--- src/rtl/dsm_pkg.sv ---
// Shared definitions for the DWARF expression stack machine.
// Holds command and status codes, the controller state type and the
// control and status structs. Depends on nothing.
package dsm_pkg;

    localparam int STACK_DEPTH = 1024;
    localparam int ADDR_W      = $clog2(STACK_DEPTH);
    localparam int DEPTH_W     = $clog2(STACK_DEPTH + 1);
    localparam int CFG_IDX_W   = 2;

    localparam logic [15:0] LIMIT_RESET = 16'd10000;

    localparam logic [5:0] CMD_PUSH_CONST = 6'd0;
    localparam logic [5:0] CMD_PUSH_ADDR  = 6'd1;
    localparam logic [5:0] CMD_DUP        = 6'd2;
    localparam logic [5:0] CMD_DROP       = 6'd3;
    localparam logic [5:0] CMD_OVER       = 6'd4;
    localparam logic [5:0] CMD_PICK       = 6'd5;
    localparam logic [5:0] CMD_SWAP       = 6'd6;
    localparam logic [5:0] CMD_ROT        = 6'd7;
    localparam logic [5:0] CMD_ABS        = 6'd8;
    localparam logic [5:0] CMD_AND        = 6'd9;
    localparam logic [5:0] CMD_DIV        = 6'd10;
    localparam logic [5:0] CMD_MINUS      = 6'd11;
    localparam logic [5:0] CMD_MOD        = 6'd12;
    localparam logic [5:0] CMD_MUL        = 6'd13;
    localparam logic [5:0] CMD_NEG        = 6'd14;
    localparam logic [5:0] CMD_NOT        = 6'd15;
    localparam logic [5:0] CMD_OR         = 6'd16;
    localparam logic [5:0] CMD_PLUS       = 6'd17;
    localparam logic [5:0] CMD_PLUS_UCONST = 6'd18;
    localparam logic [5:0] CMD_SHL        = 6'd19;
    localparam logic [5:0] CMD_SHR        = 6'd20;
    localparam logic [5:0] CMD_SHRA       = 6'd21;
    localparam logic [5:0] CMD_XOR        = 6'd22;
    localparam logic [5:0] CMD_EQ         = 6'd23;
    localparam logic [5:0] CMD_GE         = 6'd24;
    localparam logic [5:0] CMD_GT         = 6'd25;
    localparam logic [5:0] CMD_LE         = 6'd26;
    localparam logic [5:0] CMD_LT         = 6'd27;
    localparam logic [5:0] CMD_NE         = 6'd28;
    localparam logic [5:0] CMD_BRA        = 6'd29;
    localparam logic [5:0] CMD_SKIP       = 6'd30;
    localparam logic [5:0] CMD_NOP        = 6'd31;
    localparam logic [5:0] CMD_FINISH     = 6'd32;
    localparam logic [5:0] CMD_CLEAR      = 6'd33;

    localparam logic [2:0] ST_OK    = 3'd0;
    localparam logic [2:0] ST_UNDER = 3'd1;
    localparam logic [2:0] ST_OVER  = 3'd2;
    localparam logic [2:0] ST_LIMIT = 3'd3;
    localparam logic [2:0] ST_BAD   = 3'd4;

    localparam logic [CFG_IDX_W-1:0] CFG_NARROW = 2'd0;
    localparam logic [CFG_IDX_W-1:0] CFG_DELTA  = 2'd1;
    localparam logic [CFG_IDX_W-1:0] CFG_LIMIT  = 2'd2;

    typedef enum logic [1:0] {
        UOP_MUL,
        UOP_DIV,
        UOP_MOD
    } uop_t;

    typedef enum logic [7:0] {
        S_IDLE  = 8'b00000001,
        S_RD1   = 8'b00000010,
        S_RD2   = 8'b00000100,
        S_RD3   = 8'b00001000,
        S_CHECK = 8'b00010000,
        S_UNIT  = 8'b00100000,
        S_WR    = 8'b01000000,
        S_OUT   = 8'b10000000
    } state_t;

    typedef struct packed {
        logic       load_in;
        logic       rd_sel;
        logic       cap_b;
        logic       cap_c;
        logic       check;
        logic       unit_start;
        logic       unit_take;
        logic       wr_en;
        logic [1:0] wr_idx;
        logic       commit;
    } ctl_t;

    typedef struct packed {
        logic       go;
        logic       use_unit;
        logic [1:0] n_wr;
        logic       unit_done;
        logic       out_free;
    } sts_t;

    typedef struct packed {
        logic [1:0] need;
        logic [1:0] pops;
        logic       push;
        logic [1:0] n_wr;
        logic       unit;
    } op_t;

    function automatic op_t decode(input logic [5:0] cmd);
        op_t o;
        o = '0;
        case (cmd) inside
            CMD_PUSH_CONST, CMD_PUSH_ADDR, CMD_PICK:
            begin
                o.push = 1'b1;
                o.n_wr = 2'd1;
            end
            CMD_DUP:
            begin
                o.need = 2'd1;
                o.push = 1'b1;
                o.n_wr = 2'd1;
            end
            CMD_OVER:
            begin
                o.need = 2'd2;
                o.push = 1'b1;
                o.n_wr = 2'd1;
            end
            CMD_DROP, CMD_BRA:
            begin
                o.need = 2'd1;
                o.pops = 2'd1;
            end
            CMD_SWAP:
            begin
                o.need = 2'd2;
                o.n_wr = 2'd2;
            end
            CMD_ROT:
            begin
                o.need = 2'd3;
                o.n_wr = 2'd3;
            end
            CMD_ABS, CMD_NEG, CMD_NOT, CMD_PLUS_UCONST:
            begin
                o.need = 2'd1;
                o.pops = 2'd1;
                o.push = 1'b1;
                o.n_wr = 2'd1;
            end
            [CMD_AND:CMD_NE]:
            begin
                o.need = 2'd2;
                o.pops = 2'd2;
                o.push = 1'b1;
                o.n_wr = 2'd1;
                o.unit = (cmd == CMD_DIV) || (cmd == CMD_MOD) || (cmd == CMD_MUL);
            end
            default:
            begin
                o = '0;
            end
        endcase
        return o;
    endfunction

endpackage

--- src/rtl/dsm_ctrl.sv ---
// Controller state machine that sequences stack reads, checks, the
// multiply and divide unit, stack writes and the result. Depends on dsm_pkg.
module dsm_ctrl (
    input  logic          clk,
    input  logic          rst_n,
    input  logic          in_valid,
    output logic          in_stall,
    input  dsm_pkg::sts_t sts,
    output dsm_pkg::ctl_t ctl
);

    dsm_pkg::state_t state_reg, state_next;
    logic [1:0]      wr_idx_reg, wr_idx_next;

    always_comb
    begin
        state_next  = state_reg;
        wr_idx_next = wr_idx_reg;
        ctl         = '0;
        ctl.wr_idx  = wr_idx_reg;
        case (state_reg)
            dsm_pkg::S_IDLE:
            begin
                if (in_valid)
                begin
                    ctl.load_in = 1'b1;
                    state_next  = dsm_pkg::S_RD1;
                end
            end
            dsm_pkg::S_RD1:
            begin
                state_next = dsm_pkg::S_RD2;
            end
            dsm_pkg::S_RD2:
            begin
                ctl.cap_b  = 1'b1;
                ctl.rd_sel = 1'b1;
                state_next = dsm_pkg::S_RD3;
            end
            dsm_pkg::S_RD3:
            begin
                ctl.cap_c  = 1'b1;
                state_next = dsm_pkg::S_CHECK;
            end
            dsm_pkg::S_CHECK:
            begin
                ctl.check   = 1'b1;
                wr_idx_next = 2'd0;
                if (sts.go && sts.use_unit)
                begin
                    ctl.unit_start = 1'b1;
                    state_next     = dsm_pkg::S_UNIT;
                end
                else if (sts.go && (sts.n_wr != 2'd0))
                begin
                    state_next = dsm_pkg::S_WR;
                end
                else
                begin
                    state_next = dsm_pkg::S_OUT;
                end
            end
            dsm_pkg::S_UNIT:
            begin
                if (sts.unit_done)
                begin
                    ctl.unit_take = 1'b1;
                    state_next    = dsm_pkg::S_WR;
                end
            end
            dsm_pkg::S_WR:
            begin
                ctl.wr_en = 1'b1;
                if (wr_idx_reg == (sts.n_wr - 2'd1))
                begin
                    state_next = dsm_pkg::S_OUT;
                end
                else
                begin
                    wr_idx_next = wr_idx_reg + 2'd1;
                end
            end
            dsm_pkg::S_OUT:
            begin
                if (sts.out_free)
                begin
                    ctl.commit = 1'b1;
                    state_next = dsm_pkg::S_IDLE;
                end
            end
            default:
            begin
                state_next = dsm_pkg::S_IDLE;
            end
        endcase
    end

    always_ff @(posedge clk or negedge rst_n)
    begin
        if (!rst_n)
        begin
            state_reg  <= dsm_pkg::S_IDLE;
            wr_idx_reg <= 2'd0;
        end
        else
        begin
            state_reg  <= state_next;
            wr_idx_reg <= wr_idx_next;
        end
    end

    assign in_stall = (state_reg != dsm_pkg::S_IDLE);

endmodule

--- config.mk ---
export PLATFORM = sky130hd
export DESIGN_NAME = dsm_ctrl
export DESIGN_NICKNAME = d
export VERILOG_FILES = /design/src/rtl/dsm_pkg.sv /design/src/rtl/dsm_ctrl.sv
export SDC_FILE = /design/constraint.sdc
export NUM_CORES = 1
export LEC_CHECK = 0
export ABC_AREA = 1
export BUFFER_PORTS_ARGS = -buffer_cell sky130_fd_sc_hd__buf_2
export CAP_MARGIN = 20
export CORE_MARGIN = 4
export CORE_UTILIZATION = 30
export CTS_BUF_LIST = sky130_fd_sc_hd__clkbuf_4 sky130_fd_sc_hd__clkbuf_8
export CTS_CLUSTER_SIZE = 28
export DETAILED_ROUTE_END_ITERATION = 6
export GPL_ROUTABILITY_DRIVEN = 1
export MAX_ROUTING_LAYER = met4
export PLACE_DENSITY = 0.57
export SETUP_SLACK_MARGIN = 0.2
export SLEW_MARGIN = 20
export SYNTH_ARGS = -nofsm -noshare
export SYNTH_HDL_FRONTEND = slang
export SYNTH_SLANG_ARGS = --single-unit
export TNS_END_PERCENT = 30
--- constraint.sdc ---
create_clock -name clk -period 1.4 [get_ports clk]
set_input_delay 0.07 -clock clk [delete_from_list [all_inputs] [get_ports clk]]
set_output_delay 0.07 -clock clk [all_outputs]
set_load 0.05 [all_outputs]
==> flow_summary_export.csv <==
group,metric,value,unit
cells_and_area,layout_commonest_cell,"nand2_1",
cells_and_area,drive_gt1_frac,0.4580,
drt,num_vias,687,
pwr,p_sw,784.5,uW
global_routing,grt_max_degree,11,
global_routing,antenna_found_initial,0,
sta,final_max_slew_viol_count,0,
critical_path,max_stage_delay,560,ps
clock_tree,clock_sinks,10,
critical_path,r2r-end,"wr_idx_reg[1]$_DFFE_PN0P_",
sta,setup_ws,-96.67,ps
pwr,power_frac_seq,0.257,
status,status,"finished with violations",
placed_design,place_inst,150,
drt,drt-total-wl,1723,um
die,coreArea,2233,um2
critical_path,rr_startpoint,"state_reg[3]$_DFFE_PN0P_",
cells_and_area,seq_area,251.5,um2
global_routing,grt_pass1_vias,718,
critical_path,startpoint_type,"flip-flop",
critical_path,cp_common_cell,"nor2_4",
die,die_h,56.59,um
placed_design,gp_congestion,0.7324,
cells_and_area,diodes,0,
cells_and_area,mostFrequentLayoutCells,"19 x nand2_1, 16 x inv_1, 13 x nor2_1",
sta,finalSetupTns,-414.8,ps
cells_and_area,layout.nets,142,
logic_synthesis,syn-mean-instance-area,6.876,um2
sta,relSlewSlack,0.8372,
drt,vias_per_cell,4.321,
critical_path,crit_slowest_cell,"dfstp_2",
pwr,p_total,1629,uW
pwr,power.share.switching,0.4815,
drt,wire_per_inst,10.84,um
pwr,power_frac_comb,0.600,
critical_path,crit_start,"state_reg[0]$_DFFE_PN1P_",
global_routing,grt_pass1_wl,3036,um
logic_synthesis,ys_warn_count,0,
die,row_count,17,
sta,rsz0062_at_grt,"true",
logic_synthesis,ys_seq_area_frac,0.3551,
logic_synthesis,syn_nets,113,
sta,finalHoldViolCount,0,
logic_synthesis,synth.distinct_cells,21,
cells_and_area,fillers,233,
die,num_io_pins,21,
clock_tree,clkLatencyLatePin,270,ps
clock_tree,tritoncts,"yes",
cells_and_area,multi_input_area,496.7,um2
critical_path,path_cells,"nand2_1, nor2_4, nand2_4, nor2_4, buf_8",
clock_tree,cts_buffers,3,
sta,fin_crit_sh,1.069,
run,maxCapViolations,0,
cells_and_area,largest_reg_flops,8,
global_routing,grt.overflow.total,0,
critical_path,path_class,"reg -> out",
critical_path,cp.arrival,1430,ps
clock_tree,cts.clk_slew.worst_paths,60,ps
worst_hold_path,holdCritStartpoint,"in_valid",
pwr,power.leakage,0.0006148,uW
die,start_util,0.3171,
placed_design,place_ws,77.40,ps
clock_tree,clock-root-buffer,"clkbuf_4",
pwr,p_clk_frac,0.143,
critical_path,cp-end-kind,"primary output",
drt,dr.pass1.iters,2,
logic_synthesis,synth-seq-cells,10,
status,violations,"setup timing",
worst_hold_path,hp-class,"in -> reg",
sta,finalSetupViolCount,6,
logic_synthesis,synth_area_leader_cell,"dfrtp_1",
pwr,power_density,1473,nW/um2
die,die_w,56.59,um
placed_design,io_buffers,20,
critical_path,crit_fanout,4,
critical_path,crit_required,1330,ps
worst_hold_path,min_path_cells,4,
placed_design,place_hpwl,1340,um
critical_path,path_buf_inv,1,
pwr,power.internal,844.9,uW
sta,whs,123.4,ps
clock_tree,htree_levels,1,
sta,worst_pin_slew,244.2,ps
worst_hold_path,whs_endpoint,"state_reg[0]$_DFFE_PN1P_",
critical_path,r2r_cells,9,
cells_and_area,syn_to_final_growth,56.18,%
logic_synthesis,netlist_instances,103,
logic_synthesis,synth_area,708.2,um2
logic_synthesis,yosysTopAreaCellShare,0.3180,
sta,max_clock_freq,0.6682,GHz
sta,finClkSkew,9.162,ps
die,dieArea,3202,um2
pwr,vdd_drop_max,0.7550,mV
logic_synthesis,synthTopCellsByArea,"dfrtp_1 32%, nand2_1 12%, nor2_1 11%",
global_routing,grtUsageTotal,0.1244,
critical_path,crit_family,"flip-flops",
cells_and_area,instances_no_fill,159,
drt,ant_nets,0,
sta,finalCriticalPeriod,1497,ps
clock_tree,clockBufferDepth,2,
critical_path,regToRegSetupSlack,30,ps
drt,route.detailed.drc,0,
drt,drtIter0Drc,6,
==> power by group through the flow <==
stage | clock (uW) | sequential (uW) | combinational, uW
final | 233 | 420 | 977
after global routing | 257 | 428 | 1050
after CTS | 242 | 422 | 928
after detailed placement | 0 | 426 | 798
after global placement | 0 | 424 | 790
after floorplan | 0 | 449 | 624
==> layer usage <==
layer / global-route usage / vias to the layer above / routed length (um)
met5: - / - / 0
met4: 0.06102 / 0 / 26
met3: 0.02299 / 4 / 72
met2: 0.2063 / 14 / 874
met1: 0.1429 / 301 / 749
li1: - / 368 / -
==> worst max path at each step <==
stage                           endpoint  depth (start not counted)
2_1_floorplan  wr_idx_reg[1]$_DFFE_PN0P_                          8
3_3_place_gp    state_reg[7]$_DFFE_PN0P_                          8
3_5_place_dp                      ctl[4]                          6
4_1_cts                           ctl[0]                          5
5_1_grt                           ctl[5]                          6
6_report                         ctl[10]                          5
==> through the flow <==
step / util / instance area, um2
3_5_place_dp: 0.4022 / 898.4
2_1_floorplan: - / 770.7
3_3_place_gp: 0.4022 / 898.4
6_report: 0.4952 / 1106
4_1_cts: 0.4599 / 1027
5_1_grt: 0.4952 / 1106
==> area by class of cell <==
cell class	instances	share of cell area
tap	28	0.03167
inverter	19	0.06674
timing repair buffer	26	0.1980
clock buffer	4	0.02715
multi-input combinational	72	0.4491
sequential	10	0.2274
==> cells in the mapped netlist, drive strengths merged <==
cell	instances
a21oi	1
buf	2
dfrtp	9
dfstp	1
ha	1
inv	19
nand2	29
nand3	7
nor2	27
nor3	1
nor4	1
o21a	1
o21ai	2
xor2	2
==> tightest hold or removal path, cell delays in order <==
cell and delay (ps):
buf_2 70, inv_1 60, nand3_1 120, nand2_1 60
==> kinds of logic after synthesis <==
group | synth area share
AO/OA/AOI/OAI | 0.03179
XOR/XNOR | 0.02474
adder cells (fa/ha/maj) | 0.01767
buffers and inverters | 0.1219
flip-flops | 0.3551
AND/OR/NAND/NOR | 0.4488
==> repair_timing <==
item / in CTS / in global routing
endpoints found under the hold margin: 10 / 0
resized for setup: 25 / 14
gates cloned: 0 / 0
setup endpoints to repair: 16 / 16
pin swaps: 8 / 5
buffers inserted: 1 / 3
hold buffers: 1 / 0
Note: power is estimated with default switching activity, not from simulation.
